## src/sv/assert_macros.svh

```systemverilog
// Assertion macros used by the sorted key/value table RTL (the sequencer skvt_ctrl).
`ifndef ASSERT_MACROS_SVH
`define ASSERT_MACROS_SVH
`ifndef ASSERT_OFF
`define SKVT_ASSERT(lbl, clk, rst_n, prop, msg) \
    lbl: assert property (@(posedge clk) disable iff (!rst_n) prop) else $error(msg);
`define SKVT_ASSERT_CLK(lbl, clk, prop, msg) \
    lbl: assert property (@(posedge clk) prop) else $error(msg);
`else
`define SKVT_ASSERT(lbl, clk, rst_n, prop, msg)
`define SKVT_ASSERT_CLK(lbl, clk, prop, msg)
`endif
`endif

```

## src/sv/skvt_pkg.sv

```systemverilog
// Types, codes and constants of the sorted key/value table.
package skvt_pkg;

    localparam int ENTRIES_DEF = 256;
    localparam int KEY_W = 32;
    localparam int VAL_W = 32;
    localparam int MAXE_W = 9;
    localparam int PADDR_W = 3;
    localparam int PDATA_W = 32;

    localparam logic [KEY_W-1:0] ALL_ONES = '1;
    localparam logic [MAXE_W-1:0] MAX_ENTRIES_RST = 9'd256;
    localparam logic [PADDR_W-1:0] ADDR_MAX_ENTRIES = 3'd0;

    localparam logic [2:0] OP_INSERT = 3'd0;
    localparam logic [2:0] OP_QUERY = 3'd1;
    localparam logic [2:0] OP_START = 3'd2;
    localparam logic [2:0] OP_PICK = 3'd3;
    localparam logic [2:0] OP_ADV = 3'd4;

    localparam logic [2:0] ST_NEW = 3'd0;
    localparam logic [2:0] ST_UPDATED = 3'd1;
    localparam logic [2:0] ST_FULL = 3'd2;
    localparam logic [2:0] ST_FOUND = 3'd3;
    localparam logic [2:0] ST_NOT_FOUND = 3'd4;
    localparam logic [2:0] ST_PAIR = 3'd5;
    localparam logic [2:0] ST_ENDED = 3'd6;

    typedef enum logic [1:0] {
        S_IDLE,
        S_LOAD,
        S_SHIFT,
        S_COMMIT
    } t_state;

    typedef struct packed {
        logic             load;
        logic             shift;
        logic             commit_new;
        logic             commit_upd;
        logic             pick;
        logic [KEY_W-1:0] key;
        logic [VAL_W-1:0] value;
    } t_cell_cmd;

    typedef struct packed {
        logic             lt;
        logic             hit;
        logic [KEY_W-1:0] key;
        logic [VAL_W-1:0] value;
        logic [KEY_W-1:0] res_key;
        logic [VAL_W-1:0] res_value;
    } t_cell_link;

endpackage

```

## src/sv/skvt_cell.sv

```systemverilog
// One cell of the sorted chain: a stored pair plus one stage of the result chain.
module skvt_cell
    import skvt_pkg::*;
#(
    parameter int ENTRIES = ENTRIES_DEF,
    parameter int IDX = 0
) (
    input  logic                           i_clk,
    input  t_cell_cmd                      i_cmd,
    input  logic [$clog2(ENTRIES+1)-1:0]   i_count,
    input  logic [$clog2(ENTRIES+1)-1:0]   i_pos,
    input  t_cell_link                     i_left,
    output t_cell_link                     o_link
);

    localparam int CW = $clog2(ENTRIES + 1);
    localparam logic [CW-1:0] MY_IDX = CW'(IDX);

    logic [KEY_W-1:0] r_key;
    logic [VAL_W-1:0] r_val;
    logic             r_hit;
    logic [KEY_W-1:0] r_res_key;
    logic [VAL_W-1:0] r_res_val;

    logic w_valid;
    logic w_lt;
    logic w_eq;
    logic w_sel;
    logic w_room;

    always_comb begin
        w_valid = MY_IDX < i_count;
        w_lt = w_valid && (r_key < i_cmd.key);
        w_eq = w_valid && (r_key == i_cmd.key);
        w_sel = i_cmd.pick ? (w_valid && (i_pos == MY_IDX)) : w_eq;
        w_room = MY_IDX <= i_count;
    end

    always_ff @(posedge i_clk) begin
        if (i_cmd.load) begin
            r_hit <= w_sel;
            r_res_key <= r_key;
            r_res_val <= r_val;
        end else if (i_cmd.shift && !r_hit) begin
            r_hit <= i_left.hit;
            r_res_key <= i_left.res_key;
            r_res_val <= i_left.res_value;
        end
    end

    // On a new-pair commit, the left neighbor's order flag decides whether this cell
    // takes the new pair, moves up by one place, or keeps what it holds.
    always_ff @(posedge i_clk) begin
        if (i_cmd.commit_upd && w_eq) begin
            r_val <= i_cmd.value;
        end else if (i_cmd.commit_new && w_room) begin
            if (!w_lt && i_left.lt) begin
                r_key <= i_cmd.key;
                r_val <= i_cmd.value;
            end else if (!i_left.lt) begin
                r_key <= i_left.key;
                r_val <= i_left.value;
            end
        end
    end

    assign o_link = '{lt: w_lt, hit: r_hit, key: r_key, value: r_val,
                      res_key: r_res_key, res_value: r_res_val};

endmodule

```

## config.mk

```make
export PLATFORM = sky130hd
export DESIGN_NAME = skvt_cell
export DESIGN_NICKNAME = d
export VERILOG_FILES = /design/src/sv/assert_macros.svh /design/src/sv/skvt_pkg.sv /design/src/sv/skvt_cell.sv
export SDC_FILE = /design/constraint.sdc
export NUM_CORES = 1
export LEC_CHECK = 0
export ABC_AREA = 1
export BUFFER_PORTS_ARGS = -buffer_cell sky130_fd_sc_hd__buf_2
export CORE_AREA = 2 2 137 139
export DETAILED_ROUTE_END_ITERATION = 7
export DIE_AREA = 0 0 139 141
export HOLD_SLACK_MARGIN = 0.15
export PLACE_DENSITY = 0.69
export SYNTH_ARGS = -nofsm -noshare
export SYNTH_HDL_FRONTEND = slang
export SYNTH_SLANG_ARGS = --single-unit
```

## constraint.sdc

```tcl
create_clock -name i_clk -period 7.5 [get_ports i_clk]
set_clock_uncertainty 0.15 [all_clocks]
set_input_delay 1.5 -clock i_clk [delete_from_list [all_inputs] [get_ports i_clk]]
set_output_delay 1.5 -clock i_clk [all_outputs]
set_load 0.05 [all_outputs]
```

Word-level counts from Yosys, hierarchy flattened:

Cells that the tools add are included.

* add/sub/neg operators: 0
* multiply operators: 0
* div/mod/pow operators: 0
* magnitude comparators: 3
* equal/unequal tests: 3
* shift-type cells: 0
* muxes and demuxes: 13
* bitwise operators: 1
* reductions and logical operators: 14

Operator list (count)
* $mux W32: 10
* $eq A32 B32 Y1: 1
* $lt A32 B32 Y1: 1
* $le A1 B9 Y1 const A: 1
* $logic_not A9 Y1: 1
* $lt A1 B9 Y1 const A: 1
* $logic_and A1 B1 Y1: 7
* $reduce_bool A2 Y1: 2
* $mux W1: 3
* $ne A3 B1 Y1 const B: 1
* $reduce_and A3 Y1: 1
* $logic_not A1 Y1: 2
* $ne A2 B1 Y1 const B: 1
* $reduce_and A2 Y1: 1
* $not A1 Y1: 1

* flip-flop bits (word level): 129
* latch bits: 0
* memory bits (writable): 0
* memory bits (read-only): 0
* output and inout bits: 130
* memories: 0

Logic depth before layout (Yosys ltp):

Gate-level depths: netlist of the first run.

* word-level depth: 7
* mapped depth: 18
* mapped depth without buffers: 17

Worst setup path before layout of the first run:

Ideal clock, no wire load.

* kind: in2reg
* start point: input port i_cmd[67] (netlist name)
* end point: register r_hit, enable pin
* setup time: 578 ps
* data arrival time: 6094 ps
* required time: 6772 ps
* setup slack: 679 ps
* stages: 2
* path through: inv_1 o21ai_0

* word-level cells in the longest chain between the ends: 2

RTL lines
* start, declared: RTL line skvt_cell.sv:9 `input t_cell_cmd i_cmd,`
* $logic_and A1 B1 Y1: RTL line skvt_cell.sv:44 `end else if (i_cmd.shift && !r_hit) begin`
* $reduce_bool A2 Y1 (no source line)
* end signal, assigned: RTL line skvt_cell.sv:41 `r_hit <= w_sel;`
* end signal, assigned: RTL line skvt_cell.sv:45 `r_hit <= i_left.hit;`
* end, declared: RTL line skvt_cell.sv:21 `logic r_hit;`

No other way between the ends.
A chain may end at the register's enable or synchronous reset.

==> flow_summary.toml, run 1 <==
[placed_design]
place_congestion = 0.848
place_ws_ns = 2.77
io_buffers = 347
place_hpwl_mm = 15.1
place_area_um2 = 8570

[drt]
drt_iter0_markers = 287
drt_wl_total_mm = 20.9
first_pass_iters = 5
vias_per_cell = 4.72
avgRoutedWirePerCell_um = 16.5
vias = 5968
ant_nets = 0
drc = 0

[final_layout]
final_cell_area_um2 = 9220
diodes = 0
syn_to_final_growth_pct = 38.2
layout-drive-gt1-share_pct = 41.9
fin_nets = 1267

[setup_path]
r2r_start = "r_key[7]"
cp.required_ns = 5.85
critical_path.max_fanout = 3
reg2regPathDepth = 9
reg2reg_slack_ns = 3.96
rr_endpoint = "r_val[17]"
cp-start-kind = "input pin"
crit_type = "input pin to output port"
cp_data_arrival_time_ns = 3.09
endpoint_kind = "output port"

[clock_network]
numClockSinks = 129
cts.clk_slew.worst_paths_ns = 0.06
cts.htree.levels = 4
cts_buffers = 17
clockBufferDepth = 2
hold_buffers = 0
cts-root-buf = "clkbuf_16"
clkLatencyLatePin_ns = 0.41
cts.repair.resized = 0
cts_setup_buffers = 0
cts_tree = "built"

[sta]
worst_pin_slew_ns = 1.03
setup_tns_ns = 0
max-slew-margin-rel_pct = 31.0
finalHoldViolCount = 0
timing.fmax_ghz = 0.211
setup_ws_ns = 2.76
slew_violations = 0
rsz0062_at_grt = "no"
setup_violations = 0
period_needed_ns = 4.74
fin_crit_sh_pct = 63.1

[synthesis]
synth_warnings = 0
synth_top_area_share_pct = 58.1
yosys.area.top_type = "edfxtp_1"
yosys_register_bits = 129
synth_edf_count = 129
synth_ff_type = "edfxtp_1"
synthCells = 678
ys_types = 30
synth_nets = 928
synthMostInstantiatedCell = "nand2_1"
syn_area_um2 = 6670
syn_area_per_cell_um2 = 9.84
yosysSeqAreaShare_pct = 58.1
yosys-top-cells-count = "nand2_1 (322), edfxtp_1 (129), inv_1 (46), ha_1 (32), nand3_2 (29)"
synth_top_cells_by_area = "edfxtp_1 (58%), nand2_1 (18%), ha_1 (6.0%), nand3_2 (4.4%), inv_1 (2.6%)"
synthArstFlopShare_pct = 0

[floorplanning]
die_h_um = 141
dieArea_um2 = 19600
die_w_um = 139
core-area_um2 = 18300
initial_core_util_pct = 36.5
io_pins = 348
num_rows = 50

[grt]
grt_pass1_wl_mm = 31.7
antenna_found_initial = 0
grt_use_total_pct = 21.0
grt_pass1_vias = 5842
gr-total-overflow = 0
grt_max_degree = 67

[worst_hold_path]
holdPathEnd = "r_res_val[18]"
hold_class = "register to register"
min_path_cells = 2
min_from = "r_val[18]"

[pwr]
pwr_density_cell_nw_per_um2 = 267
ir_worst_vdd_mv = 0.152
leakage_nw = 4.76

[run_status]
status = "completed"

[flow_run]
max-cap-violations = 0
## worst max-delay path: stages
cell	delay (ns)
buf_2	0.09
inv_1	0.06
ha_1	0.32
a21oi_1	0.16
o21a_1	0.16
nand3_1	0.09
nor2_1	0.22
nand2_2	0.12
inv_1	0.08
buf_2	0.28
## placed cells by master (no fill, tap or decap), types with 4 or more instances in the layout
cell type / Yosys / layout
nand4_1: 4 / 4
clkbuf_16: 0 / 17
o21ai_0: 13 / 12
nand3_2: 29 / 29
nand3_1: 6 / 6
nand2_1: 322 / 322
ha_1: 32 / 32
inv_6: 0 / 4
buf_4: 5 / 5
inv_1: 46 / 45
o21ai_1: 18 / 18
buf_2: 6 / 347
nor2_1: 11 / 10
edfxtp_1: 129 / 129
bufinv_16: 0 / 5
a21oi_1: 13 / 13
o21ai_2: 4 / 4
## where the power goes
| part | leakage [nW] | total (W) | internal (W) | switching, W |
|---|---|---|---|---|
| Combinational | 3.17 | 0.000597 | 0.000152 | 0.000444 |
| Clock | 0.315 | 0.000935 | 0.000595 | 0.000340 |
| Sequential | 1.28 | 0.000927 | 0.000892 | 0.0000351 |
| Total | 4.76 | 0.00246 | 0.00164 | 0.000819 |
## through the flow
stage / total power, W / hold WS [ns] / util [%] / std cells
finish: 0.00246 / 0.382 / 50.5 / 1264
global route: 0.00255 / 0.419 / 50.5 / 1264
CTS: 0.00247 / 0.383 / 50.5 / 1264
detailed placement: 0.00154 / 0.373 / 46.9 / 1232
global placement: 0.00153 / 0.372 / 46.9 / 1232
floorplan: 0.00137 / 0.732 / - / 678
## per-layer routing
metal	vias to the layer above	wire [µm]	track usage, %
li1	2928	-	-
met2	236	10300	34.7
met4	0	663	8.72
met1	2755	8650	26.5
met5	-	0	0
met3	49	1240	4.96
## cell type report
type | instances | area (µm²)
Clock buffer | 17 | 425
Clock inverter | 15 | 231
Fill cell | 1676 | 9040
Inverter | 46 | 173
Multi-Input combinational cell | 471 | 2450
Sequential cell | 129 | 3870
Tap cell | 234 | 293
Timing Repair Buffer | 352 | 1770
## state kept, by name, indices dropped and copies added, names as in the netlist
signal,flops
r_hit,1
r_val,32
r_res_val,32
r_key,32
r_res_key,32
## worst max-delay path by stage
stage,startpoint,cells past startpoint,to
6_report,i_cmd[63],10,o_link[129]
3_3_place_gp,i_cmd[63],10,o_link[129]
2_1_floorplan,i_cmd[67],2,r_hit
4_1_cts,i_cmd[63],10,o_link[129]
3_5_place_dp,i_cmd[63],10,o_link[129]
5_1_grt,i_cmd[57],13,o_link[129]
## kinds of logic after synthesis
| group | synth area share [%] |
|---|---|
| AND/OR/NAND/NOR | 26.2 |
| flip-flops | 58.1 |
| buffers and inverters | 5.46 |
| AO/OA/AOI/OAI | 4.26 |
| adder cells (fa/ha/maj) | 6.00 |
(Power assumes the default switching activity.)
==> run 2, diff against run 1 <==
CORE_AREA = 2 2 135 137   (was 2 2 137 139)
DIE_AREA = 0 0 137 139   (was 0 0 139 141)
PLACE_DENSITY = 0.74   (was 0.69)
clock period = 4.1 ns   (was 7.5 ns; I/O delays follow)
==> flow_summary.toml, run 2 (same netlist as run 1, synthesis figures left out) <==
[run_status]
status = "completed"

[drt]
vias_per_cell = 4.74
vias = 5992
ant_nets = 0
drc = 0
drt_wl_total_mm = 20.7
avgRoutedWirePerCell_um = 16.4
drt_iter0_markers = 338
first_pass_iters = 7

[sta]
finalHoldViolCount = 0
period_needed_ns = 3.37
rsz0062_at_grt = "no"
fin_crit_sh_pct = 82.1
worst_pin_slew_ns = 0.990
slew_violations = 0
setup_tns_ns = 0
max-slew-margin-rel_pct = 33.7
timing.fmax_ghz = 0.297
setup_violations = 0

[grt]
gr-total-overflow = 0
grt_pass1_vias = 5810
use_met3_pct = 5.70
met1_usage_pct = 27.5
grt_use_total_pct = 21.6
antenna_found_initial = 1
grt_max_degree = 96
grt_pass1_wl_mm = 31.1
use_met2_pct = 34.7
busiest_layer = "met2"

[setup_path]
critPathLaunch = "i_cmd[47]"
critical_path.max_fanout = 3
rr_endpoint = "r_key[25]"
worstSetupEndpoint = "o_link[129]"
cp.required_ns = 3.13
cp_data_arrival_time_ns = 2.40
reg2reg_slack_ns = 1.32
crit_type = "input pin to output port"
endpoint_kind = "output port"
r2r_start = "r_key[31]"
reg2regPathDepth = 12
cp-start-kind = "input pin"

[final_layout]
layout_common_cells = "buf_2 (347), nand2_1 (322), edfxtp_1 (129)"
syn_to_final_growth_pct = 37.9
layout-drive-gt1-share_pct = 41.6
final_cells = 1263
fin_nets = 1270
final_common_cell = "buf_2"

[placed_design]
placedCellCount = 1230
io_buffers = 347
place_congestion = 0.896
place_hpwl_mm = 15.6

[floorplanning]
io_pins = 348
initial_core_util_pct = 37.8
die_h_um = 139
dieArea_um2 = 19000
die_w_um = 137
num_rows = 49
core-area_um2 = 17700

[pwr]
clockPowerShare_pct = 35.1
pwr-share-seq_pct = 39.4
pwr_density_cell_nw_per_um2 = 468
ir_worst_vdd_mv = 0.272
p_comb_share_pct = 25.6
internal-power_w = 0.00287
switchingPower_w = 0.00144
swShare_pct = 33.4
leakage_nw = 4.75

[clock_network]
cts-root-buf = "clkbuf_16"
cts_tree = "built"
cts.clk_slew.worst_paths_ns = 0.06
cts_setup_buffers = 0
clkLatencyLatePin_ns = 0.42
cts.repair.resized = 0
cts.htree.levels = 4
cts_buffers = 17
numClockSinks = 129
hold_buffers = 0
clockBufferDepth = 2

[flow_run]
max-cap-violations = 0

[worst_hold_path]
hold_class = "register to register"
min_from = "r_val[11]"
## run 2: power groups by stage
stage	sequential [W]	combinational [W]	clock, W
final	0.00170	0.00110	0.00151
after global routing	0.00171	0.00118	0.00159
after CTS	0.00170	0.00111	0.00154
after detailed placement	0.00172	0.00111	0
after global placement	0.00172	0.00109	0
after floorplan	0.00216	0.000330	0
## run 2: layer usage
metal	vias up	wire length [µm]
li1	2938	-
met4	0	626
met1	2757	8570
met3	47	1440
met5	-	0
met2	250	10100
## run 2: layout make-up
cell class,count,area [µm²]
Sequential cell,129,3870
Inverter,46,173
Clock inverter,12,141
Timing Repair Buffer,355,1830
Clock buffer,20,437
Multi-Input combinational cell,471,2450
Antenna cell,1,2.50
Fill cell,1632,8460
Tap cell,229,287
## run 2: worst min-delay path by stage
stage	depth (start not counted)	to	slack [ns]
5_1_grt	2	r_res_val[30]	0.42
3_3_place_gp	2	r_res_val[26]	0.37
2_1_floorplan	2	r_res_val[31]	0.73
4_1_cts	2	r_res_val[11]	0.39
6_report	2	r_res_val[11]	0.39
3_5_place_dp	2	r_res_val[21]	0.38
## run 2: per-stage QoR
step / power (W) / hold WS, ns / setup slack [ns] / utilization (%) / area [µm²]
2_1_floorplan: 0.00249 / 0.732 / 0.243 / - / 6680
3_3_place_gp: 0.00281 / 0.373 / 0.732 / 48.8 / 8620
3_5_place_dp: 0.00283 / 0.378 / 0.763 / 48.8 / 8620
4_1_cts: 0.00434 / 0.392 / 0.747 / 52.1 / 9200
5_1_grt: 0.00448 / 0.422 / 0.643 / 52.1 / 9200
6_report: 0.00431 / 0.391 / 0.733 / 52.1 / 9200
## run 2: critical path: stages
cell and delay (ns):
buf_2 0.08, inv_1 0.04, ha_1 0.30, a21oi_1 0.29, o21ai_0 0.16, a21oi_1 0.14, nand2_1 0.07, nand2_1 0.07
nand2_2 0.08, inv_1 0.08, buf_2 0.27
==> run 3, diff against run 2 <==
ABC_AREA = 0   (was 1)
CORE_AREA = 2 2 136 138   (was 2 2 135 137)
DIE_AREA = 0 0 138 140   (was 0 0 137 139)
PLACE_DENSITY = 0.7   (was 0.74)
clock period = 3.2 ns   (was 4.1 ns; I/O delays follow)
==> flow_summary.toml, run 3 <==
[run_status]
status = "finished, violations left"
violations = "setup timing"

[clock_network]
cts_buffers = 17
cts.htree.levels = 4
cts-root-buf = "clkbuf_16"
cts_tree = "built"
hold_buffers = 0
cts.clk_slew.worst_paths_ns = 0.07
clockBufferDepth = 2
numClockSinks = 129
clkLatencyLatePin_ns = 0.41

[grt]
gr-total-overflow = 0
grt_max_degree = 67
antenna_found_initial = 0
grt_pass1_vias = 5159
grt_use_total_pct = 19.3
grt_pass1_wl_mm = 28.4

[final_layout]
syn_to_final_growth_pct = 47.5
final_cell_area_um2 = 9710
diodes = 0
layout-drive-gt1-share_pct = 66.1
layout_common_cells = "buf_2 (346), edfxtp_1 (129), mux2_4 (60)"
utilization_pct = 54.6
fin_nets = 1058
final_common_cell = "buf_2"
fill_cells = 1529

[setup_path]
reg2reg_slack_ns = 0.07
cp.required_ns = 2.41
critical_path.max_fanout = 2
cp-start-kind = "register"
crit_type = "register to output port"
endpoint_kind = "output port"
cp_data_arrival_time_ns = 2.45

[synthesis]
synth_edf_count = 129
synth_nets = 658
ys_types = 32
yosys_register_bits = 129
synthCells = 408
synthMostInstantiatedCell = "edfxtp_1"
synth_warnings = 0
yosys.area.top_type = "edfxtp_1"
synth_ff_type = "edfxtp_1"
synthArstFlopShare_pct = 0
yosys-top-cells-count = "edfxtp_1 (129), mux2_4 (60), mux2_2 (37), inv_1 (36), ha_1 (32)"
syn_area_per_cell_um2 = 16.1
yosysSeqAreaShare_pct = 58.9
synth_top_cells_by_area = "edfxtp_1 (59%), mux2_4 (14%), mux2_2 (6.3%), ha_1 (6.1%), mux2_1 (5.3%)"
syn_area_um2 = 6580
synth_top_area_share_pct = 58.9

[flow_run]
max-cap-violations = 0

[drt]
drt_wl_total_mm = 19.2
vias_per_cell = 4.68
avgRoutedWirePerCell_um = 18.3
drc = 0
vias = 4914
ant_nets = 0
first_pass_iters = 4
drt_iter0_markers = 255

[floorplanning]
io_pins = 348
die_h_um = 140
core-area_um2 = 17800
initial_core_util_pct = 37.0
die_w_um = 138
num_rows = 49
dieArea_um2 = 19300

[pwr]
internal-power_w = 0.00383
p_comb_share_pct = 25.8
pwr_density_cell_nw_per_um2 = 576
clockPowerShare_pct = 36.0
leakage_nw = 4.59
ir_worst_vdd_mv = 0.358
pwr-share-seq_pct = 38.2
switchingPower_w = 0.00176
swShare_pct = 31.5
power_w = 0.00559

[sta]
setup_violations = 1
max-slew-margin-rel_pct = 40.0
setup_ws_ns = -0.0425
slew_violations = 0
worst_pin_slew_ns = 0.900
finalHoldViolCount = 0
whs_ns = 0.360
period_needed_ns = 3.24
rsz0062_at_grt = "yes"
timing.fmax_ghz = 0.308
fin_crit_sh_pct = 101

[placed_design]
place_hpwl_mm = 14.5
io_buffers = 347
place_area_um2 = 8920
place_congestion = 0.822

[worst_hold_path]
hold_class = "input pin to register"
-- run 3: cell count changes after synthesis, moves of 4 or more --
| cell | delta |
|---|---|
| a21o_1 | +4 |
| buf_2 | -6 |
| clkbuf_1 | -8 |
| inv_1 | -10 |
| mux2_1 | +31 |
| mux2_2 | +37 |
| mux2_4 | +60 |
| nand2_1 | -318 |
| nand3_2 | -29 |
| nand4_1 | +4 |
| nor2_1 | -7 |
| o21ai_0 | -10 |
| o21ai_1 | -14 |
-- run 3: kinds of logic (layout without fill, tap and decap cells) --
logic type	Yosys count	in the layout	share of synthesized area, %
AO/OA/AOI/OAI	30	30	2.74
adder cells (fa/ha/maj)	32	32	6.09
multiplexers	128	128	25.3
buffers and inverters	51	463	3.71
flip-flops	129	129	58.9
AND/OR/NAND/NOR	38	39	3.25
-- run 3: final timing paths --
path         cells past startpoint      start            end
max                              8  r_key[30]    o_link[129]
min                              2   i_cmd[0]       r_val[0]
max reg2reg                     11  r_key[29]       r_val[0]
min reg2reg                      1  r_val[19]  r_res_val[19]
-- run 3: timing repair --
item / CTS / global route
hold endpoints to repair: 0 / 0
resized for setup: 10 / 5
gates cloned: 1 / 0
pin swaps: 6 / 7
setup buffers: 7 / 4
setup endpoints to repair: 60 / 33
-- run 3: critical path, stage by stage (launching register included) --
cell,delay [ns]
edfxtp_1,0.43
ha_4,0.30
nand4_1,0.14
or2_1,0.28
or4_4,0.43
o21ai_2,0.18
buf_6,0.13
inv_4,0.03
buf_12,0.13
-- run 3: through the flow --
| step | worst slack, ns | std cells | TNS [ns] |
|---|---|---|---|
| after floorplan | -0.00926 | 408 | -0.296 |
| after global placement | -0.289 | 1007 | -20.79 |
| after detailed placement | -0.338 | 1007 | -25.31 |
| after CTS | -0.111 | 1046 | -0.111 |
| after global routing | -0.121 | 1050 | -0.360 |
| final | -0.0425 | 1050 | -0.0425 |
-- run 3: routing by layer --
metal	global-route usage [%]	vias up	part of all wire (%)
met4	5.42	0	1.4
li1	-	2365	-
met2	33.0	181	51
met3	5.91	18	6.0
met5	0	-	0
met1	23.6	2350	42
-- run 3: power by group through the flow --
stage	combinational (W)	sequential (W)	clock (W)
floorplan	0.000427	0.00270	0
global placement	0.00140	0.00216	0
detailed placement	0.00141	0.00217	0
CTS	0.00144	0.00213	0.00206
global route	0.00152	0.00215	0.00212
finish	0.00144	0.00213	0.00201
-- run 3: cell type report --
cell class,instances,area [µm²],area share [%]
Multi-Input combinational cell,229,2620,27.0
Clock inverter,15,184,1.89
Inverter,36,138,1.42
Clock buffer,17,425,4.38
Tap cell,229,287,2.95
Sequential cell,129,3870,39.9
Timing Repair Buffer,395,2180,22.4
