## config.mk

```make
export PLATFORM = sky130hd
export DESIGN_NAME = skvt_ctrl_flat
export DESIGN_NICKNAME = d
export VERILOG_FILES = /design/src/sv/skvt_pkg.sv /design/src/sv/skvt_if.sv /design/src/sv/skvt_ctrl.sv /design/src/flat_wrapper.sv
export VERILOG_INCLUDE_DIRS = /design/src /design/src/sv
export SDC_FILE = /design/constraint.sdc
export NUM_CORES = 1
export LEC_CHECK = 0
export ABC_AREA = 1
export BUFFER_PORTS_ARGS = -buffer_cell sky130_fd_sc_hd__buf_4
export CAP_MARGIN = 20
export CORE_ASPECT_RATIO = 0.5
export CORE_MARGIN = 2
export CORE_UTILIZATION = 41
export CTS_CLUSTER_SIZE = 16
export DETAILED_ROUTE_END_ITERATION = 10
export PLACE_DENSITY = 0.81
export RECOVER_POWER = 50
export SLEW_MARGIN = 10
export SYNTH_ARGS = -nofsm -noshare
export SYNTH_HDL_FRONTEND = slang
export SYNTH_SLANG_ARGS = --single-unit
```

## constraint.sdc

```tcl
create_clock -name i_clk -period 4.6 [get_ports i_clk]
set_input_delay 0.92 -clock i_clk [delete_from_list [all_inputs] [get_ports i_clk]]
set_output_delay 0.92 -clock i_clk [all_outputs]
set_load 0.005 [all_outputs]
```

## src/sv/assert_macros.svh

```systemverilog
// Assertion macros used by the sorted key/value table RTL (the sequencer skvt_ctrl).
`ifndef ASSERT_MACROS_SVH
`define ASSERT_MACROS_SVH
`ifndef ASSERT_OFF
`define SKVT_ASSERT(lbl, clk, rst_n, prop, msg) \
    lbl: assert property (@(posedge clk) disable iff (!rst_n) prop) else $error(msg);
`define SKVT_ASSERT_CLK(lbl, clk, prop, msg) \
    lbl: assert property (@(posedge clk) prop) else $error(msg);
`else
`define SKVT_ASSERT(lbl, clk, rst_n, prop, msg)
`define SKVT_ASSERT_CLK(lbl, clk, prop, msg)
`endif
`endif

```

## src/sv/skvt_pkg.sv

```systemverilog
// Types, codes and constants of the sorted key/value table.
package skvt_pkg;

    localparam int ENTRIES_DEF = 256;
    localparam int KEY_W = 32;
    localparam int VAL_W = 32;
    localparam int MAXE_W = 9;
    localparam int PADDR_W = 3;
    localparam int PDATA_W = 32;

    localparam logic [KEY_W-1:0] ALL_ONES = '1;
    localparam logic [MAXE_W-1:0] MAX_ENTRIES_RST = 9'd256;
    localparam logic [PADDR_W-1:0] ADDR_MAX_ENTRIES = 3'd0;

    localparam logic [2:0] OP_INSERT = 3'd0;
    localparam logic [2:0] OP_QUERY = 3'd1;
    localparam logic [2:0] OP_START = 3'd2;
    localparam logic [2:0] OP_PICK = 3'd3;
    localparam logic [2:0] OP_ADV = 3'd4;

    localparam logic [2:0] ST_NEW = 3'd0;
    localparam logic [2:0] ST_UPDATED = 3'd1;
    localparam logic [2:0] ST_FULL = 3'd2;
    localparam logic [2:0] ST_FOUND = 3'd3;
    localparam logic [2:0] ST_NOT_FOUND = 3'd4;
    localparam logic [2:0] ST_PAIR = 3'd5;
    localparam logic [2:0] ST_ENDED = 3'd6;

    typedef enum logic [1:0] {
        S_IDLE,
        S_LOAD,
        S_SHIFT,
        S_COMMIT
    } t_state;

    typedef struct packed {
        logic             load;
        logic             shift;
        logic             commit_new;
        logic             commit_upd;
        logic             pick;
        logic [KEY_W-1:0] key;
        logic [VAL_W-1:0] value;
    } t_cell_cmd;

    typedef struct packed {
        logic             lt;
        logic             hit;
        logic [KEY_W-1:0] key;
        logic [VAL_W-1:0] value;
        logic [KEY_W-1:0] res_key;
        logic [VAL_W-1:0] res_value;
    } t_cell_link;

endpackage

```

## src/sv/skvt_if.sv

```systemverilog
// Request and response channel interfaces of the sorted key/value table.
interface skvt_req_if;
    logic        valid;
    logic        ready;
    logic [2:0]  operation;
    logic [31:0] lba;
    logic [31:0] offset;

    modport source (output valid, operation, lba, offset, input ready);
    modport sink (input valid, operation, lba, offset, output ready);
endinterface

interface skvt_rsp_if;
    logic        valid;
    logic        ready;
    logic [2:0]  status;
    logic [31:0] out_lba;
    logic [31:0] out_offset;
    logic        done_res;

    modport source (output valid, status, out_lba, out_offset, done_res, input ready);
    modport sink (input valid, status, out_lba, out_offset, done_res, output ready);
endinterface

```

## src/sv/skvt_ctrl.sv

```systemverilog
// Sequencer of the sorted key/value table: operation decode, counts and result register.
`include "assert_macros.svh"
module skvt_ctrl
    import skvt_pkg::*;
#(
    parameter int ENTRIES = ENTRIES_DEF
) (
    input  logic                          i_clk,
    input  logic                          i_rst_n,
    input  logic [MAXE_W-1:0]             i_max_entries,
    skvt_req_if.sink                      i_req,
    skvt_rsp_if.source                    o_rsp,
    input  t_cell_link                    i_tail,
    output t_cell_cmd                     o_cmd,
    output logic [$clog2(ENTRIES+1)-1:0]  o_count,
    output logic [$clog2(ENTRIES+1)-1:0]  o_pos
);

    localparam int CW = $clog2(ENTRIES + 1);
    localparam int SW = $clog2(ENTRIES);
    localparam int EW = (CW > MAXE_W) ? CW : MAXE_W;
    localparam logic [SW-1:0] SHIFT_LAST = SW'(ENTRIES - 2);

    t_state           r_state, n_state;
    logic [2:0]       r_op, n_op;
    logic [KEY_W-1:0] r_lba, n_lba;
    logic [VAL_W-1:0] r_off, n_off;
    logic [CW-1:0]    r_cnt, n_cnt;
    logic [CW-1:0]    r_pos, n_pos;
    logic             r_fin, n_fin;
    logic             r_full, n_full;
    logic             r_end, n_end;
    logic [SW-1:0]    r_shift, n_shift;
    logic             r_ovalid, n_ovalid;
    logic [2:0]       r_ostatus, n_ostatus;
    logic [KEY_W-1:0] r_olba, n_olba;
    logic [VAL_W-1:0] r_ooff, n_ooff;
    logic             r_odone, n_odone;

    logic          w_iter;
    logic [CW-1:0] w_pos_eff;
    logic          w_end;
    logic          w_full;
    logic          w_out_free;

    always_ff @(posedge i_clk) begin
        if (!i_rst_n) begin
            r_state <= S_IDLE;
            r_cnt <= '0;
            r_pos <= '0;
            r_fin <= 1'b0;
            r_ovalid <= 1'b0;
        end else begin
            r_state <= n_state;
            r_cnt <= n_cnt;
            r_pos <= n_pos;
            r_fin <= n_fin;
            r_ovalid <= n_ovalid;
        end
    end

    always_ff @(posedge i_clk) begin
        r_op <= n_op;
        r_lba <= n_lba;
        r_off <= n_off;
        r_full <= n_full;
        r_end <= n_end;
        r_shift <= n_shift;
        r_ostatus <= n_ostatus;
        r_olba <= n_olba;
        r_ooff <= n_ooff;
        r_odone <= n_odone;
    end

    always_comb begin
        w_iter = (r_op == OP_START) || (r_op == OP_PICK) || (r_op == OP_ADV);
        case (r_op)
            OP_START: w_pos_eff = '0;
            OP_ADV:   w_pos_eff = (r_pos < r_cnt) ? r_pos + 1'b1 : r_pos;
            default:  w_pos_eff = r_pos;
        endcase
        w_end = w_pos_eff >= r_cnt;
        w_full = (EW'(r_cnt) >= EW'(ENTRIES)) || (EW'(r_cnt) >= EW'(i_max_entries));
        w_out_free = !r_ovalid || o_rsp.ready;
    end

    always_comb begin
        n_state = r_state;
        n_op = r_op;
        n_lba = r_lba;
        n_off = r_off;
        n_cnt = r_cnt;
        n_pos = r_pos;
        n_fin = r_fin;
        n_full = r_full;
        n_end = r_end;
        n_shift = r_shift;
        n_ovalid = r_ovalid && !o_rsp.ready;
        n_ostatus = r_ostatus;
        n_olba = r_olba;
        n_ooff = r_ooff;
        n_odone = r_odone;
        o_cmd = '{load: 1'b0, shift: 1'b0, commit_new: 1'b0, commit_upd: 1'b0,
                  pick: w_iter, key: r_lba, value: r_off};
        i_req.ready = 1'b0;

        case (r_state)
            S_IDLE: begin
                i_req.ready = 1'b1;
                if (i_req.valid) begin
                    n_op = i_req.operation;
                    n_lba = i_req.lba;
                    n_off = i_req.offset;
                    case (i_req.operation) inside
                        [OP_INSERT:OP_ADV]: n_state = S_LOAD;
                        default:            n_state = S_IDLE;
                    endcase
                end
            end
            S_LOAD: begin
                o_cmd.load = 1'b1;
                n_full = w_full;
                n_end = w_end;
                n_shift = '0;
                if (w_iter) begin
                    n_pos = w_pos_eff;
                    n_fin = ((r_op == OP_START) ? 1'b0 : r_fin) | w_end;
                end
                n_state = S_SHIFT;
            end
            S_SHIFT: begin
                o_cmd.shift = 1'b1;
                if (r_shift == SHIFT_LAST) begin
                    n_state = S_COMMIT;
                end else begin
                    n_shift = r_shift + 1'b1;
                end
            end
            S_COMMIT: begin
                if (w_out_free) begin
                    n_ovalid = 1'b1;
                    n_olba = ALL_ONES;
                    n_ooff = ALL_ONES;
                    n_odone = r_fin;
                    case (r_op)
                        OP_INSERT: begin
                            if (r_full) begin
                                n_ostatus = ST_FULL;
                            end else if (i_tail.hit) begin
                                n_ostatus = ST_UPDATED;
                                n_ooff = i_tail.res_value;
                                o_cmd.commit_upd = 1'b1;
                            end else begin
                                n_ostatus = ST_NEW;
                                o_cmd.commit_new = 1'b1;
                                n_cnt = r_cnt + 1'b1;
                            end
                        end
                        OP_QUERY: begin
                            if (i_tail.hit) begin
                                n_ostatus = ST_FOUND;
                                n_ooff = i_tail.res_value;
                            end else begin
                                n_ostatus = ST_NOT_FOUND;
                            end
                        end
                        default: begin
                            if (r_end) begin
                                n_ostatus = ST_ENDED;
                            end else begin
                                n_ostatus = ST_PAIR;
                                n_olba = i_tail.res_key;
                                n_ooff = i_tail.res_value;
                            end
                        end
                    endcase
                    n_state = S_IDLE;
                end
            end
            default: begin
                n_state = S_IDLE;
            end
        endcase
    end

    assign o_count = r_cnt;
    assign o_pos = w_pos_eff;

    assign o_rsp.valid = r_ovalid;
    assign o_rsp.status = r_ostatus;
    assign o_rsp.out_lba = r_olba;
    assign o_rsp.out_offset = r_ooff;
    assign o_rsp.done_res = r_odone;

    `SKVT_ASSERT(a_cnt_bound, i_clk, i_rst_n, r_cnt <= CW'(ENTRIES), "pair count exceeds table size")
    `SKVT_ASSERT(a_pos_bound, i_clk, i_rst_n, r_pos <= r_cnt, "iterator beyond pair count")
    `SKVT_ASSERT(a_cnt_step, i_clk, i_rst_n, (r_cnt != $past(r_cnt)) |-> ($past(r_state) == S_COMMIT && r_cnt == $past(r_cnt) + 1'b1), "pair count changed outside an insert commit")
    `SKVT_ASSERT(a_load_shift, i_clk, i_rst_n, (r_state == S_LOAD) |=> (r_state == S_SHIFT), "load not followed by result shifting")
    `SKVT_ASSERT_CLK(a_rsp_origin, i_clk, $rose(r_ovalid) |-> ($past(r_state) == S_COMMIT && $past(i_rst_n)), "response raised outside commit")

endmodule

```

## src/flat_wrapper.sv

```systemverilog
// flat-port wrapper written by rule: the top's interface ports become plain ports
module skvt_ctrl_flat import skvt_pkg::*;
#(
    parameter int ENTRIES = ENTRIES_DEF
)
  (i_clk, i_rst_n, i_max_entries, i_tail, o_cmd, o_count, o_pos, i_req_valid, i_req_operation, i_req_lba, i_req_offset, i_req_ready, o_rsp_valid, o_rsp_status, o_rsp_out_lba, o_rsp_out_offset, o_rsp_done_res, o_rsp_ready);
  skvt_req_if i_req_i ();
  skvt_rsp_if o_rsp_i ();
  input  logic i_clk;
  input  logic i_rst_n;
  input  logic [MAXE_W-1:0] i_max_entries;
  input  t_cell_link i_tail;
  output t_cell_cmd o_cmd;
  output logic [$clog2(ENTRIES+1)-1:0] o_count;
  output logic [$clog2(ENTRIES+1)-1:0] o_pos;
  input wire logic [$bits(i_req_i.valid)-1:0] i_req_valid;
  input wire logic [$bits(i_req_i.operation)-1:0] i_req_operation;
  input wire logic [$bits(i_req_i.lba)-1:0] i_req_lba;
  input wire logic [$bits(i_req_i.offset)-1:0] i_req_offset;
  output wire logic [$bits(i_req_i.ready)-1:0] i_req_ready;
  output wire logic [$bits(o_rsp_i.valid)-1:0] o_rsp_valid;
  output wire logic [$bits(o_rsp_i.status)-1:0] o_rsp_status;
  output wire logic [$bits(o_rsp_i.out_lba)-1:0] o_rsp_out_lba;
  output wire logic [$bits(o_rsp_i.out_offset)-1:0] o_rsp_out_offset;
  output wire logic [$bits(o_rsp_i.done_res)-1:0] o_rsp_done_res;
  input wire logic [$bits(o_rsp_i.ready)-1:0] o_rsp_ready;
  assign i_req_i.valid = i_req_valid;
  assign i_req_i.operation = i_req_operation;
  assign i_req_i.lba = i_req_lba;
  assign i_req_i.offset = i_req_offset;
  assign i_req_ready = i_req_i.ready;
  assign o_rsp_valid = o_rsp_i.valid;
  assign o_rsp_status = o_rsp_i.status;
  assign o_rsp_out_lba = o_rsp_i.out_lba;
  assign o_rsp_out_offset = o_rsp_i.out_offset;
  assign o_rsp_done_res = o_rsp_i.done_res;
  assign o_rsp_i.ready = o_rsp_ready;
  skvt_ctrl #(.ENTRIES(ENTRIES)) u_core (.i_clk(i_clk), .i_rst_n(i_rst_n), .i_max_entries(i_max_entries), .i_req(i_req_i), .o_rsp(o_rsp_i), .i_tail(i_tail), .o_cmd(o_cmd), .o_count(o_count), .o_pos(o_pos));
endmodule
```

== After elaboration in Yosys (flattened, before gate mapping) ==
Index checks and enable logic that the tools add are counted.

* Add/sub/neg operators: 3
* Order comparisons: 6
* Equal/unequal tests: 12
* Multiplexer cells: 30
* Bitwise operators: 3
* Reductions and logical operators: 18

{| class="wikitable"
|+ Operators with widths
! cell !! count
|-
| $mux W32 || 3
|-
| $pmux W32 S2 || 1
|-
| $add A9 B1 Y9 const B || 2
|-
| $ge A9 B9 Y1 || 2
|-
| $pmux W9 S2 || 1
|-
| $mux W2 || 8
|-
| $pmux W8 S2 || 1
|-
| $mux W1 || 10
|-
| $ge A9 B9 Y1 const B || 1
|-
| $lt A9 B9 Y1 || 1
|-
| $mux W9 || 1
|-
| $add A8 B1 Y8 const B || 1
|-
| $eq A8 B8 Y1 const B || 1
|-
| $mux W8 || 1
|-
| $pmux W2 S4 || 1
|-
| $reduce_and A2 Y1 || 4
|-
| $eq A3 B2 Y1 const B || 2
|-
| $mux W3 || 2
|-
| $pmux W3 S2 || 1
|-
| $reduce_and A5 Y1 || 1
|-
| $eq A2 B2 Y1 const B || 2
|-
| $logic_or A1 B1 Y1 || 4
|-
| $ne A2 B1 Y1 const B || 2
|-
| $ne A2 B2 Y1 const B || 2
|-
| other kinds (14) || 17
|}

* Flip-flop bits (word level): 167
* Input bits: 210
* Output and inout bits: 157
* Logic and storage cells: 87

== Depth between registers and ports, before layout ==
Gate-level depths: netlist (run 1).

* Depth after elaboration: 5
* Gate-level depth with buffers: 20
* Gate-level depth less buffers: 20

== Worst setup path before layout (run 1) ==
Ideal clock, no wire load.

* Kind: input to register
* Start point: in o_rsp_ready
* End point: reg u_core.r_odone (netlist: u_core.o_rsp.done_res) (enable)
* Setup time: 495 ps
* Arrival: 3953 ps
* Required time: 4105 ps
* Path slack: 152 ps
* Stages on the path: 4
* Buffers on the path: 0
* Cell sequence: inv_1 > nand2_1 > inv_1 > nor2_1

* Cells in the longest elaborated chain, start to end: 2

{| class="wikitable"
|+ Ends and longest elaborated chain
! what !! line !! RTL
|-
| from (decl) || flat_wrapper.sv:26 || <nowiki>input wire logic [$bits(o_rsp_i.ready)-1:0] o_rsp_ready;</nowiki>
|-
| $logic_or A1 B1 Y1 || skvt_ctrl.sv:84 || <nowiki>w_out_free = !r_ovalid || o_rsp.ready;</nowiki>
|-
| $reduce_and A2 Y1 (no line) || - ||
|-
| to (signal assigned) || skvt_ctrl.sv:72 || <nowiki>r_odone <= n_odone;</nowiki>
|-
| to (decl) || skvt_ctrl.sv:38 || <nowiki>logic r_odone, n_odone;</nowiki>
|}

No other way between the ends.
A chain may end at the register's enable or synchronous reset.

== Final worst setup path (run 1) ==
* Start point: reg u_core.r_op[1]
* End point: reg u_core.r_ooff[31] (netlist: u_core.o_rsp.out_offset[31]), data pin

* Cells in the longest elaborated chain, start to end: 2
* Elaborated cells between the ends (all ways): 3
* Those cells by class: eq/ne (1); mux (1); reduce/logical (1)

{| class="wikitable"
|+ Ends and longest elaborated chain
! what !! line !! RTL
|-
| from (decl) || skvt_ctrl.sv:25 || <nowiki>logic [2:0] r_op, n_op;</nowiki>
|-
| from (signal assigned) || skvt_ctrl.sv:63 || <nowiki>r_op <= n_op;</nowiki>
|-
| $eq A3 B1 Y1 or $logic_not A3 Y1 (tied branches) || skvt_ctrl.sv:145 || <nowiki>case (r_op)</nowiki>
|-
| $pmux W32 S2 (*) || skvt_ctrl.sv:145 ||
|-
| to (signal assigned) || skvt_ctrl.sv:71 || <nowiki>r_ooff <= n_ooff;</nowiki>
|-
| to (decl) || skvt_ctrl.sv:37 || <nowiki>logic [VAL_W-1:0] r_ooff, n_ooff;</nowiki>
|}

Every way passes the cells marked *; elsewhere a longest branch is shown, timed or not.

==> reports/results.ini, run 1 <==
[status]
status=finished, violations left
violations=capacitance limit, slew limit

[floorplan]
rows=34
dieArea_sq_mm=0.01872
initial_core_util_pct=41.64
ios=367
core_sq_mm=0.01731
die_h_um=97.77
dieWidth_um=191.5

[clock_tree]
clk_pin_slew_ps=70
htreeDepth=4
cts-root-buf=clkbuf_16
cts_made_buffers=17
ctsHoldBuffers=0
cts_sinks=167
cts_buffer_depth=2
cts_resized=0
clkLatencyLatePin_ps=420
cts_tree=yes
post_cts_buffers=0

[drt]
drc=0
drt_pass1_iterations=5
ant_nets=0
drtIter0Drc=262
vias=5593
routedWlPerCell_um=15.53
wirelength_um=18520
vias_per_cell=4.688

[final_layout]
area_growth_pct=41.43
insertedDiodeCount=0
final_area_sq_mm=0.01020
multi_input_area_sq_mm=0.001810
register_area_sq_mm=0.004795
layout-drive-gt1-share_pct=34.62
fillers=1493
final_nets=1192

[synth]
netlist_instances=634
syn-cell-area_sq_mm=0.007209
syn-num-nets=880
synth_largest_area_cell=edfxtp_1
ys_ff_latch=167
ys_seq_area_share_pct=66.50
async_flop_share_pct=0
synthTopCellsByCount=edfxtp_1, inv_1, nand2_1
synth_edf_count=145
synth_top_area_share_pct=60.40
yosysUniqueCellTypes=39
syn_area_per_cell_sq_um=11.37
netlist_top_cells_area=edfxtp_1, inv_1, nand2_1
synth_flop_cell=edfxtp_1
yosysWarnings=0
yosysMostFrequentCell=edfxtp_1

[sta]
setup_tns_ps=0
min_period_ps=3428
max_slew.worst_pin.slew_ps=2048
fin_skew_ps=15.21
finalSetupViolCount=0
drv_slew=74
finalCritPeriodShare_pct=74.53
finalHoldViolCount=0
max_freq_mhz=291.7
relSlewSlack_pct=-37.01
rsz0062_at_grt=false

[worst_hold_path]
min_path_type=flip-flop to flip-flop

[setup_path]
r2r_setup_slack_ps=1170
critPathBufInv=2
max_stage_delay_ps=1500
path_max_fanout=33
critPathKind=flip-flop to flip-flop
crit_family=simple AND/OR/NAND/NOR gates
crit_path_top_delay_cell=nor2_1
worstPathArrival_ps=3560
path_cells=inv_1, nand2_1, inv_1, nor2_1, nand3b_2, nand2_1
cp-start-kind=flip-flop
endpoint_kind=flip-flop
crit_required_ps=4730

[placed_design]
routabilityCongestion=0.8466
dp_hpwl_um=14320
io_buffers=301
place_area_sq_mm=0.009727

[grt]
antenna_found_initial=0
grt_pass1_vias=5332
grt_pass1_wl_um=27520
grt_overflow_total=0
grt_max_degree=59
grt.total_usage_pct=19.41

[power]
irDropWorstVdd_mv=0.2634
power_density_mw_per_mm2=473.1
p_leak_nw=4.600

[flow_run]
maxCapViolCount=2

[cell usage in the layout, fill, tap and decap left out, types with 2 or more instances in the layout]
master | netlist | final
nor3_1 | 7 | 7
nand4_1 | 8 | 8
inv_1 | 131 | 132
dfxtp_1 | 22 | 22
clkinvlp_4 | 0 | 2
nand3_1 | 23 | 24
bufinv_16 | 0 | 2
nand3b_2 | 1 | 2
o21a_1 | 2 | 2
nand2_2 | 4 | 3
nor4_1 | 3 | 3
a21oi_1 | 31 | 31
nor2_1 | 25 | 27
buf_4 | 2 | 171
inv_8 | 0 | 2
edfxtp_1 | 145 | 145
inv_6 | 0 | 5
clkbuf_4 | 0 | 113
o21ai_0 | 24 | 24
a21oi_4 | 2 | 2
clkbuf_1 | 3 | 20
o22ai_1 | 2 | 2
nor2_4 | 3 | 2
inv_2 | 4 | 3
ha_1 | 36 | 36
o211ai_1 | 2 | 2
nand3_2 | 3 | 2
o21ai_1 | 2 | 2
nand2_1 | 131 | 132
clkbuf_16 | 0 | 17
[power by group]
group | switching, mW | total (mW) | internal (mW)
registers | 0.112 | 2.12 | 2.01
logic | 0.748 | 1.26 | 0.514
clock network | 0.625 | 1.44 | 0.815
[worst paths after layout]
| check | startpoint | endpoint | cells past startpoint |
|---|---|---|---|
| max | u_core.r_op[1]$_DFFE_PP_ | u_core.o_rsp.out_offset[31]$_DFFE_PP_ | 6 |
| min | u_core.r_fin$_SDFFE_PN0P_ | u_core.o_rsp.done_res$_DFFE_PP_ | 0 |
| max reg2reg | u_core.r_op[1]$_DFFE_PP_ | u_core.o_rsp.out_offset[31]$_DFFE_PP_ | 6 |
| min reg2reg | u_core.r_fin$_SDFFE_PN0P_ | u_core.o_rsp.done_res$_DFFE_PP_ | 0 |
[cell families after synthesis]
family	synth area share (%)
AOI/OAI and AO/OA	5.831
xor gates and xnor gates	0.1215
adders and majority gates	6.248
buffers and inverters	7.827
DFF	66.50
and+or+nand+nor	13.47
[per-layer routing]
| metal | global-route usage (%) | vias up | routed length, um |
|---|---|---|---|
| li1 | - | 2734 | - |
| met1 | 23.58 | 2661 | 7671 |
| met2 | 34.10 | 169 | 9524 |
| met3 | 4.313 | 29 | 917 |
| met4 | 7.041 | 0 | 408 |
| met5 | 0 | - | 0 |
[area by class of cell]
type | instances | area share [%]
clock buffers | 18 | 4.209
clock inverters | 14 | 1.558
inverters | 135 | 4.970
multi-input cells | 322 | 17.76
flip-flops and latches | 167 | 47.02
well taps | 234 | 2.872
repair buffers | 303 | 21.61
[flip-flops by register name, summed over array words and instances, names as in the netlist, 2 cells and up]
signal                   count
u_core.r_lba                32
u_core.r_op                  3
u_core.o_rsp.out_lba        32
u_core.o_count               9
u_core.r_pos                 9
u_core.r_state               2
u_core.r_shift               8
u_core.r_off                32
u_core.o_rsp.out_offset     32
u_core.o_rsp.status          3
[stage by stage]
stage	util (%)	hold WS [ps]	instances	total power, mW	setup WS (ps)
floorplan	-	401.9	634	2.850	151.8
global placement	56.18	423.7	1161	3.378	1663
detailed placement	56.18	419.5	1161	3.441	1555
CTS	59.58	425.4	1193	4.875	1198
global route	58.89	440.6	1193	5.068	788.3
finish	58.89	429.7	1193	4.823	1172
No activity file was read; power rests on OpenSTA's default activity.
==> inputs of run 2 (changes only) <==
Settings changed: CORE_UTILIZATION 41 to 45, PLACE_DENSITY 0.81 to 0.84.
Clock period 4.6 ns to 3.5 ns, I/O delays scaled along.
==> run 2 against run 1 <==
  * The flow now finishes without violations
  * Sequential share of layout area up 0.20 points
  * Combinational power up 32%
  * Critical path depth up 5
  * Flip-flop and latch count unchanged
==> reports/results.ini, run 2 (synthesis results as in run 1) <==
[sta]
fin_skew_ps=11.44  ; was 15.21 ps
setup_tns_ps=0  ; unchanged
rsz0062_at_grt=false  ; unchanged
relSlewSlack_pct=2.635  ; was -37.01%
worst_slack_ps=335.4  ; was 1172 ps
max_slew.worst_pin.slew_ps=1460  ; was 2048 ps
max_freq_mhz=316.0
drv_slew=0  ; was 74
finalCritPeriodShare_pct=90.42
min_period_ps=3165
finalHoldViolCount=0  ; unchanged
finalSetupViolCount=0  ; unchanged

[final_layout]
area_growth_pct=40.82  ; was 41.43%
final_nets=1194  ; was 1192
post-route-util_pct=65.35  ; was 58.89%
layout_common_cells=buf_4, edfxtp_1, inv_1, nand2_1, clkbuf_4  ; unchanged
multi_input_area_sq_mm=0.001818  ; was 0.001810 sq mm
layout-drive-gt1-share_pct=34.86  ; was 34.62%
insertedDiodeCount=0  ; unchanged
layout_commonest_cell=buf_4  ; unchanged
final_area_sq_mm=0.01015  ; was 0.01020 sq mm
register_area_sq_mm=0.004795  ; unchanged
fillers=1210  ; was 1493

[drt]
drc=0  ; unchanged
wirelength_um=18610  ; was 18520 um
vias=5595  ; was 5593
routedWlPerCell_um=15.97  ; was 15.53 um
ant_nets=0  ; unchanged
vias_per_cell=4.803  ; was 4.688
drt_pass1_iterations=4  ; was 5
drtIter0Drc=315  ; was 262

[clock_tree]
cts_buffer_depth=2  ; unchanged
cts_made_buffers=17  ; unchanged
cts-root-buf=clkbuf_16  ; unchanged
clkLatencyLatePin_ps=420  ; about the same
post_cts_buffers=0  ; unchanged
clk_pin_slew_ps=70  ; about the same
htreeDepth=4  ; unchanged
cts_resized=0  ; unchanged
cts_tree=yes  ; unchanged
cts_sinks=167  ; unchanged
ctsHoldBuffers=0  ; unchanged

[setup_path]
max_stage_delay_ps=480  ; was 1500 ps
cp-start-kind=flip-flop  ; unchanged
crit_required_ps=2800  ; was 4730 ps
rr_startpoint=u_core.o_count[5]$_SDFFE_PN0P_  ; was u_core.r_op[1]$_DFFE_PP_
regToRegEndpoint=u_core.r_fin$_SDFFE_PN0P_  ; was u_core.o_rsp.out_offset[31]$_DFFE_PP_
crit_family=simple AND/OR/NAND/NOR gates  ; unchanged
critPathKind=flip-flop to primary output  ; was flip-flop to flip-flop
reg2regPathDepth=18  ; was 6
crit_path_top_delay_cell=dfxtp_1  ; was nor2_1
r2r_setup_slack_ps=490  ; was 1170 ps
path_cells=inv_1, ha_1, nand2_1, nor2_2, a21boi_2, nor2_4, nand3_1, nand2_1, nand3_1, inv_1, buf_4  ; was inv_1, nand2_1, inv_1, nor2_1, nand3b_2, nand2_1
critPathBufInv=3  ; was 2
path_max_fanout=9  ; was 33
worstPathArrival_ps=2460  ; was 3560 ps
endpoint_kind=primary output  ; was flip-flop

[power]
pwr-share-seq_pct=44.4  ; was 44.0%
p_int_mw=4.311  ; was 3.339 mW
p_sw_share_pct=31.24  ; was 30.78%
irDropWorstVdd_mv=0.3666  ; was 0.2634 mV
p_clk_share_pct=29.2  ; was 29.9%
power_density_mw_per_mm2=617.5  ; was 473.1 mW/mm^2
p_comb_share_pct=26.4  ; was 26.1%
p_leak_nw=4.599  ; was 4.600 nW
p_sw_mw=1.958  ; was 1.485 mW

[grt]
antenna_found_initial=0  ; unchanged
grt_pass1_vias=5483  ; was 5332
grt_max_degree=69  ; was 59
grt_overflow_total=0  ; unchanged
grt_pass1_wl_um=28000  ; was 27520 um
grt.total_usage_pct=21.59  ; was 19.41%

[flow_run]
maxCapViolCount=0  ; was 2

[floorplan]
ios=367  ; unchanged
dieWidth_um=183  ; was 191.5 um
core_sq_mm=0.01553  ; was 0.01731 sq mm
initial_core_util_pct=46.41  ; was 41.64%
dieArea_sq_mm=0.01711  ; was 0.01872 sq mm
rows=32  ; was 34
die_h_um=93.50  ; was 97.77 um

[placed_design]
routabilityCongestion=0.8421  ; was 0.8466
place_area_sq_mm=0.009704  ; was 0.009727 sq mm
io_buffers=301  ; unchanged
place_ws_ps=550.6  ; was 1555 ps
dp_hpwl_um=14350  ; was 14320 um

[worst_hold_path]
hold_path_end=u_core.o_rsp.done_res$_DFFE_PP_  ; unchanged
min_path_type=flip-flop to flip-flop  ; unchanged
min_from=u_core.r_fin$_SDFFE_PN0P_  ; unchanged
whs_path_depth=0  ; unchanged

[status]
status=finished, final reports clean  ; was finished, violations left

[run 2: changes by cell type in the layout (fill, tap and decap cells not counted)]
cell	delta
clkinv_4	+1
nor2_1	-1
nor2_4	+1
bufinv_16	-1
clkbuf_1	+1
buf_4	-18
clkbuf_4	+18
clkinv_1	-1
clkinv_2	+3
clkinvlp_4	-1
[run 2: power by group through the flow]
stage | combinational, mW | sequential [mW] | clock, mW
floorplan | 0.904 | 2.84 | 0
global placement | 1.63 | 2.81 | 0
detailed placement | 1.70 | 2.83 | 0
CTS | 1.71 | 2.79 | 1.87
global route | 1.85 | 2.82 | 1.94
finish | 1.66 | 2.78 | 1.83
[run 2: how the worst max path moves through the flow]
stage,start,to,depth (start not counted)
2_1_floorplan,o_rsp_ready,u_core.o_rsp.done_res$_DFFE_PP_,4
3_3_place_gp,u_core.o_count[6]$_SDFFE_PN0P_,u_core.r_fin$_SDFFE_PN0P_,17
3_5_place_dp,u_core.o_count[6]$_SDFFE_PN0P_,u_core.r_fin$_SDFFE_PN0P_,17
4_1_cts,u_core.o_count[5]$_SDFFE_PN0P_,o_pos[7],11
5_1_grt,u_core.o_count[6]$_SDFFE_PN0P_,u_core.r_fin$_SDFFE_PN0P_,17
6_report,u_core.o_count[5]$_SDFFE_PN0P_,o_pos[5],11
[run 2: area by class of cell]
cell class	instances	area share (%)
clock inverters	15	1.393
well taps	204	2.514
flip-flops and latches	167	47.23
multi-input cells	322	17.91
clock buffers	17	4.190
repair buffers	305	21.78
inverters	135	4.991
[run 2: routing by layer]
metal  track usage, %  wire length (um)
met1            25.58              7526
met2            38.89              9816
met3            4.322               868
met4            8.933               397
met5                0                 0
[run 2: through the flow]
step / hold slack, ps / instances / total power, mW
3_5_place_dp: 445.1 / 1133 / 4.524
2_1_floorplan: 401.9 / 634 / 3.741
3_3_place_gp: 443.0 / 1133 / 4.435
5_1_grt: 448.5 / 1165 / 6.607
6_report: 463.0 / 1165 / 6.269
4_1_cts: 424.7 / 1165 / 6.359
==> inputs of run 3 (changes only) <==
Settings changed: CORE_AREA set to 2 2 142 144, CORE_ASPECT_RATIO 0.5 to unset, CORE_MARGIN 2 to unset, CORE_UTILIZATION 45 to unset, CTS_BUF_LIST set to sky130_fd_sc_hd__clkbuf_16, DIE_AREA set to 0 0 144 146, PLACE_DENSITY 0.84 to 0.72.
==> run 3 against run 2 <==
  * The run now ends with capacitance limit, slew limit left
  * Register-to-register slack is essentially flat
  * Flip-flop and latch count is the same
  * Largest cell class unchanged
  * Fmax grew 1.3%
  * Combinational power is essentially flat
  * Sequential share of layout area shrank 0.67 points
  * Critical path type unchanged
  * Core utilization shrank 12 points
  * First-iteration DRC count shrank 7.6%
  * Clock-buffer cell count is the same
==> reports/results.ini, run 3 (synthesis results as in run 1) <==
[status]
status=finished, violations left  ; was finished, final reports clean
violations=capacitance limit, slew limit

[final_layout]
final_nets=1193  ; was 1194
area_growth_pct=42.83  ; was 40.82%
multi_input_area_sq_mm=0.001810  ; was 0.001818 sq mm
layout_common_cells=buf_4, edfxtp_1, nand2_1  ; was buf_4, edfxtp_1, inv_1, nand2_1, clkbuf_4
final_area_sq_mm=0.01030  ; was 0.01015 sq mm
register_area_sq_mm=0.004795  ; unchanged
fillers=1711  ; was 1210
layout_commonest_cell=buf_4  ; unchanged
layout-drive-gt1-share_pct=35.25  ; was 34.86%

[drt]
routedWlPerCell_um=15.68  ; was 15.97 um
wirelength_um=19210  ; was 18610 um
drt_pass1_iterations=4  ; unchanged
vias_per_cell=4.482  ; was 4.803
drc=0  ; unchanged
drtIter0Drc=291  ; was 315
ant_nets=0  ; unchanged
vias=5491  ; was 5595

[clock_tree]
cts_sinks=167  ; unchanged
clkLatencyLatePin_ps=420  ; about the same
cts-root-buf=clkbuf_16  ; unchanged
clk_pin_slew_ps=60  ; was 70 ps
cts_buffer_depth=2  ; unchanged
htreeDepth=4  ; unchanged
ctsHoldBuffers=0  ; unchanged
cts_made_buffers=17  ; unchanged
post_cts_buffers=0  ; unchanged
cts_tree=yes  ; unchanged
cts_resized=0  ; unchanged

[placed_design]
io_buffers=301  ; unchanged
place_area_sq_mm=0.009798  ; was 0.009704 sq mm
routabilityCongestion=0.8265  ; was 0.8421
dp_hpwl_um=14760  ; was 14350 um

[setup_path]
endpoint_kind=primary output  ; unchanged
crit_path_top_delay_cell=dfxtp_1  ; unchanged
cp-start-kind=flip-flop  ; unchanged
path_cells=inv_1, ha_1, nand2_1, nand2_1, a21oi_4, nand2_2, nor2_4, nand3_1, nand2_1, nand3_1, inv_1, buf_4  ; was inv_1, ha_1, nand2_1, nor2_2, a21boi_2, nor2_4, nand3_1, nand2_1, nand3_1, inv_1, buf_4
max_stage_delay_ps=430  ; was 480 ps
path_max_fanout=9  ; unchanged
worstPathArrival_ps=2420  ; was 2460 ps
crit_required_ps=2800  ; about the same
crit_top_cell=nand2_1
critPathKind=flip-flop to primary output  ; unchanged

[sta]
max_slew.worst_pin.slew_ps=1740  ; was 1460 ps
finalCritPeriodShare_pct=89.28  ; was 90.42%
min_period_ps=3125  ; was 3165 ps
setup_tns_ps=0  ; unchanged
drv_slew=68  ; was 0
finalHoldViolCount=0  ; unchanged
finalSetupViolCount=0  ; unchanged
fin_skew_ps=17.90  ; was 11.44 ps
holdWs_ps=424.2  ; was 463.0 ps
relSlewSlack_pct=-15.98  ; was 2.635%
rsz0062_at_grt=false  ; unchanged
max_freq_mhz=320.0  ; was 316.0 MHz

[floorplan]
dieWidth_um=144  ; was 183 um
dieArea_sq_mm=0.02102  ; was 0.01711 sq mm
core_sq_mm=0.01933  ; was 0.01553 sq mm
die_h_um=146  ; was 93.50 um
ios=367  ; unchanged
rows=51  ; was 32
initial_core_util_pct=37.29  ; was 46.41%

[power]
power_density_mw_per_mm2=621.6  ; was 617.5 mW/mm^2
p_total_mw=6.401  ; was 6.269 mW
p_leak_nw=4.629  ; was 4.599 nW
irDropWorstVdd_mv=0.3154  ; was 0.3666 mV

[grt]
grt_pass1_wl_um=28520  ; was 28000 um
grt_overflow_total=0  ; unchanged
grt_max_degree=68  ; was 69
grt_pass1_vias=5150  ; was 5483
grt.total_usage_pct=17.98  ; was 21.59%
antenna_found_initial=1  ; was 0

[flow_run]
maxCapViolCount=1  ; was 0

[worst_hold_path]
min_path_type=flip-flop to flip-flop  ; unchanged

## run 3: cell count changes in the layout (fill, tap and decap cells not counted), sizes merged
| cell | before | now |
|---|---|---|
| clkbuf | 169 | 115 |
| buf | 153 | 206 |
| inv | 142 | 139 |
| bufinv | 1 | 3 |
| clkinv | 6 | 4 |
| clkinvlp | 1 | 3 |
| diode | 0 | 1 |
## run 3: layer usage
layer  track usage, %  share of wire [%]
met5                0                  0
met4            7.010                2.9
met1            20.20                 38
met2            32.02                 52
met3            4.969                6.7
## run 3: layout make-up
cell class              count  area share [%]
flip-flops and latches    167           46.56
repair buffers            304           21.71
multi-input cells         322           17.58
inverters                 135           4.921
clock buffers              17           4.131
well taps                 265           3.220
clock inverters            14           1.847
diodes                      1         0.02430
## run 3: stage by stage
step	util, %	std cells	worst slack, ps
floorplan	-	634	433.0
detailed placement	50.68	1193	523.8
global route	53.26	1225	185.4
global placement	50.68	1193	601.9
finish	53.26	1225	375.1
CTS	53.86	1224	346.9
## run 3: path summary, 6_finish.rpt
kind                                                startpoint                         endpoint  slack (ps)  depth (start not counted)
worst max-delay path            u_core.o_count[6]$_SDFFE_PN0P_                         o_pos[3]         380                         12
worst min-delay path                 u_core.r_fin$_SDFFE_PN0P_  u_core.o_rsp.done_res$_DFFE_PP_         420                          0
worst max register to register  u_core.o_count[6]$_SDFFE_PN0P_        u_core.r_fin$_SDFFE_PN0P_         480                         17
worst min register to register       u_core.r_fin$_SDFFE_PN0P_  u_core.o_rsp.done_res$_DFFE_PP_         420                          0
## run 3: power breakdown
part           internal (mW)  switching (mW)  leakage [nW]
Combinational          0.688           0.980          2.85
Clock                   1.14           0.808         0.290
Sequential              2.65           0.138          1.49
Total                   4.48            1.93          4.63
## run 3: worst max-delay path: cells and delay by family, from the launching register on
family | cells | cell delay (ps)
adders and majority gates | 1 | 320
buffers and inverters | 3 | 380
DFF | 1 | 430
and+or+nand+nor | 7 | 680
AOI/OAI and AO/OA | 1 | 180
